`src/vdrc_pkg.sv`:
```
// ----------------------------------------------------------------------------
// VRAM DMA controller package
// Shared types and constants for the VRAM DMA register controller.
// ----------------------------------------------------------------------------
`default_nettype none

package vdrc_pkg;

    // Request kinds.
    localparam logic REQ_WRITE  = 1'b0;
    localparam logic REQ_HBLANK = 1'b1;

    // Register indexes.
    localparam logic [2:0] REG_SRC_HI = 3'd0;
    localparam logic [2:0] REG_SRC_LO = 3'd1;
    localparam logic [2:0] REG_DST_HI = 3'd2;
    localparam logic [2:0] REG_DST_LO = 3'd3;
    localparam logic [2:0] REG_LENGTH = 3'd4;

    localparam int          BLOCK_BYTES = 16;
    localparam int          LEN_W       = 12;
    localparam logic [15:0] VRAM_BASE   = 16'h8000;
    localparam logic [7:0]  LOW_MASK    = 8'hF0;
    localparam logic [7:0]  DST_HI_MASK = 8'h1F;
    localparam logic [6:0]  LEN_LAST    = 7'h7F;

    typedef struct packed {
        logic             copy_valid;
        logic [15:0]      copy_src;
        logic [15:0]      copy_dst;
        logic [LEN_W-1:0] copy_len;
        logic             busy_res;
        logic [7:0]       length_reg;
    } t_result;

endpackage

`default_nettype wire

```
`src/vdrc_if.sv`:
```
// ----------------------------------------------------------------------------
// VRAM DMA controller channels
// Request and result channels with valid/ready handshakes.
// ----------------------------------------------------------------------------
`default_nettype none

interface vdrc_in_if;
    logic       valid;
    logic       ready;
    logic       req_type;
    logic [2:0] reg_sel;
    logic [7:0] write_data;
    logic       lcd_on;

    modport source (output valid, req_type, reg_sel, write_data, lcd_on, input ready);
    modport sink   (input valid, req_type, reg_sel, write_data, lcd_on, output ready);
endinterface

interface vdrc_out_if;
    logic        valid;
    logic        ready;
    logic        copy_valid;
    logic [15:0] copy_src;
    logic [15:0] copy_dst;
    logic [11:0] copy_len;
    logic        busy_res;
    logic [7:0]  length_reg;

    modport source (output valid, copy_valid, copy_src, copy_dst, copy_len, busy_res,
                    length_reg, input ready);
    modport sink   (input valid, copy_valid, copy_src, copy_dst, copy_len, busy_res,
                    length_reg, output ready);
endinterface

`default_nettype wire

```
`src/vdrc_skid.sv`:
```
// ----------------------------------------------------------------------------
// VRAM DMA controller result buffer
// Output register plus one skid entry, so an item is taken while a result waits.
// ----------------------------------------------------------------------------
`default_nettype none

module vdrc_skid (
    input  wire logic              i_clk,
    input  wire logic              i_rst_n,
    input  wire logic              i_valid,
    output logic                   o_ready,
    input  wire vdrc_pkg::t_result i_data,
    output logic                   o_valid,
    input  wire logic              i_ready,
    output vdrc_pkg::t_result      o_data
);
    import vdrc_pkg::*;

    logic    r_out_valid, n_out_valid;
    logic    r_skid_valid, n_skid_valid;
    t_result r_out, n_out;
    t_result r_skid, n_skid;
    logic    take_in;
    logic    take_out;

    assign o_ready  = !r_skid_valid;
    assign take_in  = i_valid && !r_skid_valid;
    assign take_out = r_out_valid && i_ready;
    assign o_valid  = r_out_valid;
    assign o_data   = r_out;

    always_comb begin
        n_out_valid  = r_out_valid;
        n_skid_valid = r_skid_valid;
        n_out        = r_out;
        n_skid       = r_skid;
        if (take_out) begin
            if (r_skid_valid) begin
                n_out        = r_skid;
                n_skid_valid = 1'b0;
            end else begin
                n_out_valid = 1'b0;
            end
        end
        if (take_in) begin
            // The new item goes to the output register when it is free after this edge.
            if (!n_out_valid) begin
                n_out       = i_data;
                n_out_valid = 1'b1;
            end else begin
                n_skid       = i_data;
                n_skid_valid = 1'b1;
            end
        end
    end

    always_ff @(posedge i_clk) begin
        if (!i_rst_n) begin
            r_out_valid  <= 1'b0;
            r_skid_valid <= 1'b0;
        end else begin
            r_out_valid  <= n_out_valid;
            r_skid_valid <= n_skid_valid;
        end
        r_out  <= n_out;
        r_skid <= n_skid;
    end

endmodule

`default_nettype wire

```
`src/vram_dma_register_controller_core.sv`:
```
// ----------------------------------------------------------------------------
// VRAM DMA register controller
// Holds the DMA registers and issues general and hblank copy descriptors.
// ----------------------------------------------------------------------------
// Usage:
// The request channel i_in carries one item per register write or hblank
// event. Each accepted item yields exactly one result on o_out, carrying a
// copy descriptor when the item starts a transfer, plus the active flag and
// the length/mode register after the item.
// The register update and the descriptor are computed in the cycle the item
// is accepted; the result goes to the output register, or to the skid entry
// if that is full. While the receiver takes results, throughput is one item
// per cycle, set by the single output register and a one-entry skid buffer
// behind it. When the receiver stalls, one more item is still taken into
// the skid entry; then i_in.ready drops until the output register drains.
// Reset clears all five registers, the active flag and both result slots.
// ----------------------------------------------------------------------------
`default_nettype none

module vram_dma_register_controller_core (
    input  wire logic   i_clk,
    input  wire logic   i_rst_n,
    vdrc_in_if.sink     i_in,
    vdrc_out_if.source  o_out
);
    import vdrc_pkg::*;

    logic [7:0] r_src_hi, n_src_hi;
    logic [7:0] r_src_lo, n_src_lo;
    logic [7:0] r_dst_hi, n_dst_hi;
    logic [7:0] r_dst_lo, n_dst_lo;
    logic [7:0] r_length, n_length;
    logic       r_active, n_active;

    logic             accept;
    logic             do_copy;
    logic [LEN_W-1:0] nbytes;
    logic [15:0]      src_addr;
    logic [15:0]      dst_addr;
    logic [15:0]      src_next;
    logic [15:0]      dst_next;
    logic [7:0]       len_dec;
    t_result          res;
    t_result          out_data;
    logic             buf_ready;

    assign accept   = i_in.valid && buf_ready;
    assign i_in.ready = buf_ready;

    assign src_addr = {r_src_hi, r_src_lo};
    assign dst_addr = VRAM_BASE | {r_dst_hi, r_dst_lo};
    assign src_next = src_addr + 16'(nbytes);
    assign dst_next = dst_addr + 16'(nbytes);
    assign len_dec  = r_length - 8'd1;

    always_comb begin
        n_src_hi = r_src_hi;
        n_src_lo = r_src_lo;
        n_dst_hi = r_dst_hi;
        n_dst_lo = r_dst_lo;
        n_length = r_length;
        n_active = r_active;
        do_copy  = 1'b0;
        nbytes   = LEN_W'(BLOCK_BYTES);

        if (i_in.req_type == REQ_WRITE) begin
            case (i_in.reg_sel)
                REG_SRC_HI: n_src_hi = i_in.write_data;
                REG_SRC_LO: n_src_lo = i_in.write_data;
                REG_DST_HI: n_dst_hi = i_in.write_data;
                REG_DST_LO: n_dst_lo = i_in.write_data;
                REG_LENGTH: begin
                    n_length = i_in.write_data;
                    if (r_active && !i_in.write_data[7]) begin
                        n_active = 1'b0;
                    end else if (i_in.write_data[7]) begin
                        n_active = 1'b1;
                    end else begin
                        // General transfer of (n+1) blocks, then the length clears.
                        do_copy  = 1'b1;
                        nbytes   = {LEN_W'({1'b0, i_in.write_data[6:0]}) + LEN_W'(1)}
                                   << $clog2(BLOCK_BYTES);
                        n_length = 8'd0;
                    end
                end
                default: ;
            endcase
        end else if (r_active && i_in.lcd_on) begin
            do_copy  = 1'b1;
            n_length = len_dec;
            if (len_dec[6:0] == LEN_LAST) begin
                n_active = 1'b0;
            end
        end

        if (do_copy) begin
            n_src_hi = src_next[15:8];
            n_src_lo = src_next[7:0] & LOW_MASK;
            n_dst_hi = dst_next[15:8] & DST_HI_MASK;
            n_dst_lo = dst_next[7:0] & LOW_MASK;
        end
    end

    always_comb begin
        res.copy_valid = do_copy;
        res.copy_src   = do_copy ? src_addr : 16'd0;
        res.copy_dst   = do_copy ? dst_addr : 16'd0;
        res.copy_len   = do_copy ? nbytes : '0;
        res.busy_res   = n_active;
        res.length_reg = n_length;
    end

    always_ff @(posedge i_clk) begin
        if (!i_rst_n) begin
            r_src_hi <= 8'd0;
            r_src_lo <= 8'd0;
            r_dst_hi <= 8'd0;
            r_dst_lo <= 8'd0;
            r_length <= 8'd0;
            r_active <= 1'b0;
        end else if (accept) begin
            r_src_hi <= n_src_hi;
            r_src_lo <= n_src_lo;
            r_dst_hi <= n_dst_hi;
            r_dst_lo <= n_dst_lo;
            r_length <= n_length;
            r_active <= n_active;
        end
    end

    vdrc_skid u_skid (
        .i_clk   (i_clk),
        .i_rst_n (i_rst_n),
        .i_valid (i_in.valid),
        .o_ready (buf_ready),
        .i_data  (res),
        .o_valid (o_out.valid),
        .i_ready (o_out.ready),
        .o_data  (out_data)
    );

    assign o_out.copy_valid = out_data.copy_valid;
    assign o_out.copy_src   = out_data.copy_src;
    assign o_out.copy_dst   = out_data.copy_dst;
    assign o_out.copy_len   = out_data.copy_len;
    assign o_out.busy_res   = out_data.busy_res;
    assign o_out.length_reg = out_data.length_reg;

    // A descriptor always targets VRAM and moves whole blocks.
    a_copy_shape: assert property (@(posedge i_clk) disable iff (!i_rst_n)
        (o_out.valid && o_out.copy_valid) |->
            (o_out.copy_dst[15] && o_out.copy_len[3:0] == 4'd0 && o_out.copy_len != '0))
        else $error("malformed copy descriptor");

    // Without a copy the descriptor fields stay zero.
    a_no_copy_zero: assert property (@(posedge i_clk) disable iff (!i_rst_n)
        (o_out.valid && !o_out.copy_valid) |->
            (o_out.copy_src == 16'd0 && o_out.copy_dst == 16'd0 && o_out.copy_len == '0))
        else $error("descriptor fields set without a copy");

    // An hblank item that copies always advances the source address.
    a_hblank_advance: assert property (@(posedge i_clk) disable iff (!i_rst_n)
        (accept && i_in.req_type == REQ_HBLANK && r_active && i_in.lcd_on) |=>
            ({r_src_hi, r_src_lo} == (($past(src_addr) + 16'(BLOCK_BYTES)) & 16'hFFF0)))
        else $error("source address did not advance");

    // A cancel write leaves the transfer idle.
    a_cancel: assert property (@(posedge i_clk) disable iff (!i_rst_n)
        (accept && i_in.req_type == REQ_WRITE && i_in.reg_sel == REG_LENGTH
            && r_active && !i_in.write_data[7]) |=> !r_active)
        else $error("hblank transfer not cancelled");

endmodule

`default_nettype wire

```
`src/flat_wrapper.sv`:
```
// flat-port wrapper written by rule: the top's interface ports become plain ports
module vram_dma_register_controller_core_flat import vdrc_pkg::*;
  (i_clk, i_rst_n, i_in_valid, i_in_req_type, i_in_reg_sel, i_in_write_data, i_in_lcd_on, i_in_ready, o_out_valid, o_out_copy_valid, o_out_copy_src, o_out_copy_dst, o_out_copy_len, o_out_busy_res, o_out_length_reg, o_out_ready);
  vdrc_in_if i_in_i ();
  vdrc_out_if o_out_i ();
  input  wire logic i_clk;
  input  wire logic i_rst_n;
  input wire logic [$bits(i_in_i.valid)-1:0] i_in_valid;
  input wire logic [$bits(i_in_i.req_type)-1:0] i_in_req_type;
  input wire logic [$bits(i_in_i.reg_sel)-1:0] i_in_reg_sel;
  input wire logic [$bits(i_in_i.write_data)-1:0] i_in_write_data;
  input wire logic [$bits(i_in_i.lcd_on)-1:0] i_in_lcd_on;
  output wire logic [$bits(i_in_i.ready)-1:0] i_in_ready;
  output wire logic [$bits(o_out_i.valid)-1:0] o_out_valid;
  output wire logic [$bits(o_out_i.copy_valid)-1:0] o_out_copy_valid;
  output wire logic [$bits(o_out_i.copy_src)-1:0] o_out_copy_src;
  output wire logic [$bits(o_out_i.copy_dst)-1:0] o_out_copy_dst;
  output wire logic [$bits(o_out_i.copy_len)-1:0] o_out_copy_len;
  output wire logic [$bits(o_out_i.busy_res)-1:0] o_out_busy_res;
  output wire logic [$bits(o_out_i.length_reg)-1:0] o_out_length_reg;
  input wire logic [$bits(o_out_i.ready)-1:0] o_out_ready;
  assign i_in_i.valid = i_in_valid;
  assign i_in_i.req_type = i_in_req_type;
  assign i_in_i.reg_sel = i_in_reg_sel;
  assign i_in_i.write_data = i_in_write_data;
  assign i_in_i.lcd_on = i_in_lcd_on;
  assign i_in_ready = i_in_i.ready;
  assign o_out_valid = o_out_i.valid;
  assign o_out_copy_valid = o_out_i.copy_valid;
  assign o_out_copy_src = o_out_i.copy_src;
  assign o_out_copy_dst = o_out_i.copy_dst;
  assign o_out_copy_len = o_out_i.copy_len;
  assign o_out_busy_res = o_out_i.busy_res;
  assign o_out_length_reg = o_out_i.length_reg;
  assign o_out_i.ready = o_out_ready;
  vram_dma_register_controller_core u_core (.i_clk(i_clk), .i_rst_n(i_rst_n), .i_in(i_in_i), .o_out(o_out_i));
endmodule
```
`config.mk`:
```
export PLATFORM = sky130hd
export DESIGN_NAME = vram_dma_register_controller_core_flat
export DESIGN_NICKNAME = d
export VERILOG_FILES = /design/src/vdrc_pkg.sv /design/src/vdrc_if.sv /design/src/vdrc_skid.sv /design/src/vram_dma_register_controller_core.sv /design/src/flat_wrapper.sv
export SDC_FILE = /design/constraint.sdc
export NUM_CORES = 1
export LEC_CHECK = 0
export BUFFER_PORTS_ARGS = -buffer_cell sky130_fd_sc_hd__buf_2
export CORE_MARGIN = 2
export CORE_UTILIZATION = 53
export DETAILED_ROUTE_END_ITERATION = 10
export MAX_ROUTING_LAYER = met4
export PLACE_DENSITY = 0.87
export SLEW_MARGIN = 20
export SYNTH_ARGS = -nofsm -noshare
export SYNTH_HDL_FRONTEND = slang
export SYNTH_SLANG_ARGS = --single-unit
```
`constraint.sdc`:
```
create_clock -name i_clk -period 3.6 [get_ports i_clk]
set_clock_uncertainty 0.2 [all_clocks]
set_input_delay 0.54 -clock i_clk [delete_from_list [all_inputs] [get_ports i_clk]]
set_output_delay 0.54 -clock i_clk [all_outputs]
set_load 0.1 [all_outputs]
```
# Word-level counts from Yosys, hierarchy flattened
# Index checks and enable logic that the tools add are counted.
# word_totals
wordCells	91
in_bits	17
latchBits	0
ff_bits	150
out_inout_bits	56
ramBits	0
memories	0
rom_bits	0
# op_classes
muxes	45
n_mul	0
shift	0
n_lt_le_gt_ge	0
div_mod_pow	0
addsub	4
n_eq_ne	6
reduce_logical	16
n_bitwise	0
# op_table
operator	n
$mux 54	4
$mux 8	14
$mux 12	5
$mux 16	2
$mux 7	3
$mux 1	17
$add 16x12->16	1
$add 13x12->13	1
$reduce_and 3->1	4
$add 7x1->8 const B	1
$reduce_bool 2->1	4
$sub 8x1->8 const B	1
$eq 7x7->1 const B	1
$eq 3x2->1 const B	2
$logic_and 1x1->1	4
$eq 3x1->1 const B	1
$eq 3x3->1 const B	1
$logic_not 3->1	1
$logic_not 1->1	2
$ne 2x1->1 const B	1
$reduce_and 2->1	1

# Depth between registers and ports, before layout
# Gate-level depths: netlist (run 1).
# logic_depth
depth_word	8
ltp_mapped	15

# Modules after synthesis
# A second synthesis (run 1) with hierarchy kept.
# unflattened
hier_cells	820
hier_area_um2	7699.9
# modules_own_cells
module	cells_each	n_inst	area_per_inst_um2
vdrc_skid	369	1	4256.6
vram_dma_register_controller_core	451	1	3443.3

# Worst setup path after synthesis (run 1)
# Ideal clock, no wire load.
# synth_path
kind	register -> register
startpoint	register u_core.u_skid.r_out_valid (netlist: u_core.u_skid.o_valid)
endpoint	register u_core.u_skid.r_skid[0] in the netlist's numbering, enable pin
stages_incl_launch_ff	3
period_less_slack_ns	3.937
required_ns	2.944
setup_time_ns	0.456
t_arrival_ns	3.281
slack_ns	-0.337
path_cell_list	dfxtp_1 nand2_1 nor2_1
# synth_between
elab_chain_cells	3
# synth_lines
item	line	rtl
start: declaration	vdrc_skid.sv:19	logic r_out_valid, n_out_valid;
start signal: assignment	vdrc_skid.sv:62	r_out_valid <= n_out_valid;
$mux 1 / $logic_and 1x1->1 (equally long branches)	vdrc_skid.sv:38, vdrc_skid.sv:28	
$mux 1 *	vdrc_skid.sv:37	if (take_out) begin
$reduce_and 2->1 (no line) *	-	
end signal: assignment	vdrc_skid.sv:66	r_skid <= n_skid;
end: declaration	vdrc_skid.sv:22	t_result r_skid, n_skid;
# Every way passes the cells marked *; elsewhere a longest branch is shown, timed or not.
# A chain may end at the register's enable or synchronous reset.

# Worst setup path after layout (run 1)
# layout_path
startpoint	register u_core.r_active
endpoint	register u_core.r_src_hi[5]
# layout_between
elab_chain_cells	6
# layout_lines
item	line	rtl
start: declaration	vram_dma_register_controller_core.sv:33	logic r_active, n_active;
start signal: assignment	vram_dma_register_controller_core.sv:127	r_active <= n_active;
$logic_and 1x1->1	vram_dma_register_controller_core.sv:74	if (r_active && !i_in.write_data[7]) begin
$mux 12 / $mux 1 (equally long branches)	vram_dma_register_controller_core.sv:74	
$mux 12 / $mux 1 (equally long branches)	vram_dma_register_controller_core.sv:67	case (i_in.reg_sel)
$mux 12 / $mux 1 (equally long branches)	vram_dma_register_controller_core.sv:66	if (i_in.req_type == REQ_WRITE) begin
$add 16x12->16 (tied with other cells)	vram_dma_register_controller_core.sv:52	assign src_next = src_addr + 16'(nbytes);
$mux 8 / $reduce_and 3->1 (equally long branches)	-	
end signal: assignment	vram_dma_register_controller_core.sv:122	r_src_hi <= n_src_hi;
end: declaration	vram_dma_register_controller_core.sv:28	logic [7:0] r_src_hi, n_src_hi;
# Several ways; a longest one is shown, not always the timed one.

==> results of run 1 <==
## critical path: cells and delay by family, from the launching register on
family / cells / cell delay [ps]
buffers and inverters: 2 / 330
AND/OR/NAND/NOR: 2 / 310
adder cells (fa/ha/maj): 1 / 300
flip-flops: 1 / 470
AO/OA/AOI/OAI: 7 / 1660
## cell usage in the layout, fill, tap and decap left out, types with 5 or more instances in the layout
cell type	Yosys	layout
a211oi_1	11	11
a21oi_1	36	35
and2_1	29	29
and3_1	11	11
buf_2	4	72
buf_4	0	43
clkbuf_16	0	17
clkinv_2	0	6
dfxtp_1	96	96
edfxtp_1	49	49
ha_1	14	13
inv_1	21	21
mux2_2	5	5
mux2i_1	47	47
nand2_1	94	93
nand3_1	13	12
nand4_1	5	5
nor2_1	55	52
nor3_1	16	16
o211ai_1	6	6
o21a_1	5	5
o21ai_0	32	32
o21ai_1	38	38
xnor2_1	6	6
xor2_1	7	7
## final timing paths
check	startpoint	endpoint	slack, ps
hold / removal	o_out_ready	u_core.u_skid.r_skid_valid	190
hold reg to reg	u_core.r_dst_lo[3]	u_core.r_dst_lo[3]	250
setup reg to reg	u_core.r_active	u_core.r_src_hi[5]	240
setup / recovery	u_core.r_active	u_core.r_src_hi[5]	240
## synthesized netlist by cell type (3+ instances only)
cell type / count / area (um2)
a211oi_1: 11 / 82.6
a21o_1: 3 / 22.5
a21oi_1: 36 / 180
a221oi_1: 4 / 35.0
a22oi_1: 3 / 22.5
a311o_1: 4 / 40.0
a31oi_1: 4 / 25.0
a41oi_1: 3 / 26.3
and2_1: 29 / 181
and3_1: 11 / 68.8
buf_2: 4 / 20.0
clkbuf_1: 33 / 124
dfxtp_1: 96 / 1920
edfxtp_1: 49 / 1470
ha_1: 14 / 175
inv_1: 21 / 78.8
mux2_2: 5 / 56.3
mux2i_1: 47 / 470
nand2_1: 94 / 353
nand3_1: 13 / 65.1
nand4_1: 5 / 31.3
nor2_1: 55 / 206
nor3_1: 16 / 80.1
nor4_1: 4 / 25.0
o211ai_1: 6 / 45.0
o21a_1: 5 / 37.5
o21ai_0: 32 / 160
o21ai_1: 38 / 190
o21bai_1: 3 / 22.5
or3_1: 3 / 18.8
xnor2_1: 6 / 52.6
xor2_1: 7 / 61.3
## layer usage
layer  up-vias  global-route usage  part of all wire
li1       2780                   -                 -
met2       218               0.382              0.46
met1      2639               0.319              0.43
met4         0              0.0994             0.024
met3        36              0.0770             0.083
met5         -                   -                 0
## what timing repair did
| action | CTS | global route |
|---|---|---|
| endpoints found under the setup margin | 0 | 1 |
| gates resized for setup | 0 | 1 |
| endpoints found under the hold margin | 0 | 0 |
## registers in the layout, indices dropped and copies added, names as in the netlist
register,flops
u_core.r_active,1
u_core.r_dst_hi,7
u_core.r_dst_lo,8
u_core.r_length,8
u_core.r_src_hi,8
u_core.r_src_lo,8
u_core.u_skid.o_data,54
u_core.u_skid.o_valid,1
u_core.u_skid.r_skid,49
u_core.u_skid.r_skid_valid,1
## stage by stage
| stage | area (um2) | setup slack, ps |
|---|---|---|
| after floorplan | 6910 | -8.51 |
| after global placement | 7660 | -31.6 |
| after detailed placement | 7660 | -116 |
| after CTS | 8220 | 237 |
| after global routing | 8220 | 37.1 |
| final | 8220 | 243 |
## final cells by class
class / instances / share of cell area
timing repair buffer: 115 / 0.0831
multi-input combinational: 508 / 0.399
sequential: 145 / 0.413
clock buffer: 21 / 0.0548
inverter: 24 / 0.0110
clock inverter: 11 / 0.0138
tap: 172 / 0.0262
## report_power, final
part	leakage [nW]	internal (mW)	total (mW)	switching, mW
registers	1.21	1.75	1.79	0.0407
clock network	0.276	1.03	1.67	0.643
logic	2.09	0.125	0.554	0.429
total	3.57	2.91	4.02	1.11
## cell families (layout without fill, tap and decap cells)
kind of cell,count (synthesis),count (layout),synth area share
compound gates,177,177,0.166
simple gates,248,248,0.174
buf+inv,65,171,0.0384
mux,52,52,0.0767
fa+ha+maj,18,18,0.0343
flops,145,145,0.494
xor+xnor,13,13,0.0166
==> metrics.txt, run 1 <==
Final HPWL DP 11,600 um; CP Cell Sequence nor2_1 > buf_4 > and3_1 > ha_1 > a21o_1 > a31o_2 > a311o_1 > o41a_1 > a221oi_2 > buf_4 > o21bai_1 > a32oi_1; Cells after Synth 718; max-cap viol count 0; Reg area 3390 um2; Hold Path Cell Cnt 2; first-pass GRT wire length 27,200 um; Worst setup SP type flop; Worst Tran Pin Value 848 ps; Hold WC Path Type input pin to flop; pwr/cell area 489 nW/um2; H-tree depth 4; worst-path fanout max 9; Die H 118 um; Root Driver clkbuf_16; Post-Syn Nets 751; First-pass DRT Iterations 5; clock latency on the worst-skew pair 420 ps; status finished, final reports clean; syn avg cell area 9.57 um2; layout cells sized above 1 0.209; GRT Overall Usage 0.253; GPL Wtd Cong 0.973; hold buffers post-CTS 0; die area 13,900 um2; Seq/Total Area, Yosys 0.494; die extent in x 118 um; unrepaired setup endpoints after global routing no; clk sink count 145; Slowest cell on crit path dfxtp_1; routed vias/inst 5.70; Placed Cells 964; Slew Limit Fails 0; Post-CTS Setup Repair Bufs 0; synthesized area 6870 um2; I/O pins 73; Seq cells post-synth 145; routed length per instance 16.5 um; Area growth, synth to finish 19.7%; Fillers 1,070; overall power 4.02 mW; via count of the first global-routing pass 5,475; via count 5,673; setup violators final 0; TNS Setup 0 ps; Leak 3.57 nW; warnings from Yosys 0; CTS tree yes; Main synth FF type dfxtp_1; Hold Slack 189 ps; ANT cells 0; non-filler cells in the finished layout 996; kind of critical path flop to flop; initial antenna violation count 0; final period utilization 0.933; Peak Freq 298 MHz; CP max stage delay 470 ps; CORE AREA 12,600 um2; WP data arrival 3500 ps; final wirelength 16,500 um; Routed Antenna Nets 0; Cell variety after synth 72; largest net degree at the start of global routing 50; slew margin rel. 0.431; CTS max path bufs 2; CTS Buf Count 17; final core utilization 0.652; Crit path top cell by count buf_4; GRT overflow 0; critical path capture point type flop; CTS clk-pin slew, worst paths 60 ps; asr flop ratio synth 0; Final Hold Viols 0; Layout Nets 844; FP Rows 41; peak supply drop 0.000256 V; crit path time final 3360 ps; Post-route DRC 0; Initial Util 0.544; worst endpoint required time 3740 ps; Post-synth EDFFs 49; DRT iter0 DRCs 441; FF-to-FF path depth 12; Multi-input gate area 3280 um2; PortBufs 72
Note: power is estimated with default switching activity, not from simulation.
==> run 2, diff against run 1 <==
--- a/config.mk
+++ b/config.mk
@@ -5,6 +5,7 @@
 export SDC_FILE = /design/constraint.sdc
 export NUM_CORES = 1
 export LEC_CHECK = 0
+export ABC_AREA = 1
 export BUFFER_PORTS_ARGS = -buffer_cell sky130_fd_sc_hd__buf_2
 export CORE_MARGIN = 2
 export CORE_UTILIZATION = 53
==> run 2 against run 1 <==
Compared with the run above: first-iteration DRC count increased by 13%; combinational power rose by 40%; clock power is 9% higher; register-to-register slack improved by 470 ps; final area is 1.4% lower; area after synthesis increased by 1.3%; critical path depth is 3 higher; die area rose by 1.3%; setup slack improved by 470 ps; sequential power rose by 2%; fmax up 16%; largest cell class unchanged; largest power group unchanged; highest routed layer unchanged.
==> metrics.txt, run 2 <==
clock latency on the worst-skew pair 420 ps; warnings from Yosys 0; peak supply drop 0.000336 V; unrepaired setup endpoints after global routing no; WP data arrival 3040 ps; routed vias/inst 5.50; max reg flops 54; Initial Util 0.547; Seq/Total Area, Yosys 0.488; post-place setup slack 447 ps; CP startpoint u_core.r_active; top post-synthesis cells by count nor2_1, inv_1, nand2_1, dfxtp_1, o21ai_0; Area growth, synth to finish 16.6%; CORE AREA 12,700 um2; initial antenna violation count 0; Die H 119 um; Post-CTS Setup Repair Bufs 0; CTS tree yes; final instance area 8110 um2; Peak Freq 347 MHz; via count of the first global-routing pass 5,860; post-synth top area share 0.276; Final HPWL DP 12,500 um; Layout Nets 973; layout cells sized above 1 0.161; clk sink count 145; Post-Syn Nets 906; TNS Setup 0 ps; max-cap viol count 0; asr flop ratio synth 0; synthesized area 6960 um2; I/O pins 73; Hold Slack 252 ps; FF-to-FF path depth 15; Post-route DRC 0; cell with the most instances after synthesis nor2_1; final wirelength 18,500 um; Worst Hold End u_core.u_skid.o_data[10]; kind of critical path flop to flop; Worst setup SP type flop; Hold WC Path Type flop to flop; syn avg cell area 7.97 um2; top cell type by total area after synthesis dfxtp_1; CP Cell Sequence nor2_4 > nand2_4 > nor2_8 > inv_1 > a21oi_1 > ha_1 > a21oi_1 > inv_1 > nand4_1 > nand2_1 > inv_1 > nand2_1 > nand2_1 > nand3_1 > a21oi_1; top cells by area, synth dfxtp_1, edfxtp_1, nor2_1; status finished, final reports clean; critical path capture point type flop; Cells after Synth 873; final core utilization 0.638; commonest non-fill, non-tap cell in the layout nor2_1; Critical R2R Launch u_core.r_active; worst-path fanout max 7; Root Driver clkbuf_16; H-tree depth 4; largest net degree at the start of global routing 55; Cell variety after synth 39; Leak 3.65 nW; via count 6,188; flop2flop setup slack 710 ps; CTS clk-pin slew, worst paths 60 ps; Main synth FF type dfxtp_1; Placed Area 7500 um2; die area 14,100 um2; First-pass DRT Iterations 5; hold buffers post-CTS 0; setup violators final 0; Slew Limit Fails 0; first-pass GRT wire length 29,700 um; Worst Tran Pin Value 1020 ps; GRT Overall Usage 0.276; PortBufs 72; CTS Buf Count 17; final period utilization 0.802; Hold Path Cell Cnt 2; hold_sp u_core.u_skid.o_data[10]; reg2reg end u_core.r_src_hi[3]; CTS max path bufs 2; GRT overflow 0; Post-synth EDFFs 49; CTS resizes 0; pwr/cell area 546 nW/um2; worst endpoint required time 3760 ps; ANT cells 0; FP Rows 41; die extent in x 119 um; Final Hold Viols 0; slew margin rel. 0.321; DRT iter0 DRCs 500; Worst Setup Slack, final 714 ps; crit path time final 2890 ps; routed length per instance 16.5 um; most frequent cells in the layout nor2_1, inv_1, nand2_1, dfxtp_1, o21ai_0; Seq cells post-synth 145; Routed Antenna Nets 0; CP max stage delay 410 ps; GPL Wtd Cong 0.958; Slowest cell on crit path a21oi_1
## run 2: cell count changes after synthesis, moves of 33 or more
cell,previous run,this run
inv_1,21,118
nor2_1,55,137
o21ai_0,32,93
mux2i_1,47,0
o21ai_1,38,0
o22ai_1,2,35
## run 2: cell families (layout without fill, tap and decap cells)
group / count (synthesis) / count (layout) / synth area share
buffers and inverters: 159 / 239 / 0.0881
XOR/XNOR: 4 / 4 / 0.00503
adder cells (fa/ha/maj): 16 / 16 / 0.0309
AO/OA/AOI/OAI: 221 / 221 / 0.177
AND/OR/NAND/NOR: 328 / 328 / 0.211
flip-flops: 145 / 145 / 0.488
## run 2: worst max path at each step
stage	to	slack [ps]
finish	u_core.r_src_hi[3]	710
detailed placement	u_core.r_src_hi[6]	450
global placement	u_core.r_src_hi[7]	480
CTS	u_core.r_src_hi[6]	730
global route	u_core.r_src_hi[2]	470
floorplan	u_core.u_skid.r_skid[0]	320
## run 2: report_power, final
part	internal (mW)	switching, mW	total, mW
Combinational	0.145	0.630	0.775
Sequential	1.79	0.0461	1.83
Clock	1.13	0.688	1.82
## run 2: area by class of cell
type,count,area [um2]
Tap cell,172,215
Clock inverter,12,153
Fill cell,1112,4610
Inverter,124,465
Timing Repair Buffer,83,455
Multi-Input combinational cell,569,2970
Sequential cell,145,3390
Clock buffer,20,458
## run 2: through the flow
step / cells / power (mW)
after global routing: 1125 / 4.57
after global placement: 1093 / 2.62
after CTS: 1125 / 4.45
after floorplan: 873 / 2.47
final: 1125 / 4.43
after detailed placement: 1093 / 2.63
## run 2: worst max-delay path, delay by kind of cell (launching register included)
kind / cells / cell delay, ps
buffers and inverters: 3 / 280
and+or+nand+nor: 8 / 740
DFF: 1 / 380
adders and majority gates: 1 / 370
AOI/OAI and AO/OA: 3 / 850
## run 2: layer usage
metal	part of all wire	vias up	wire, um	track usage
met2	0.46	225	8580	0.431
met4	0.027	0	504	0.101
met5	0	-	0	-
met3	0.071	40	1310	0.0647
li1	-	3059	-	-
met1	0.44	2864	8120	0.350
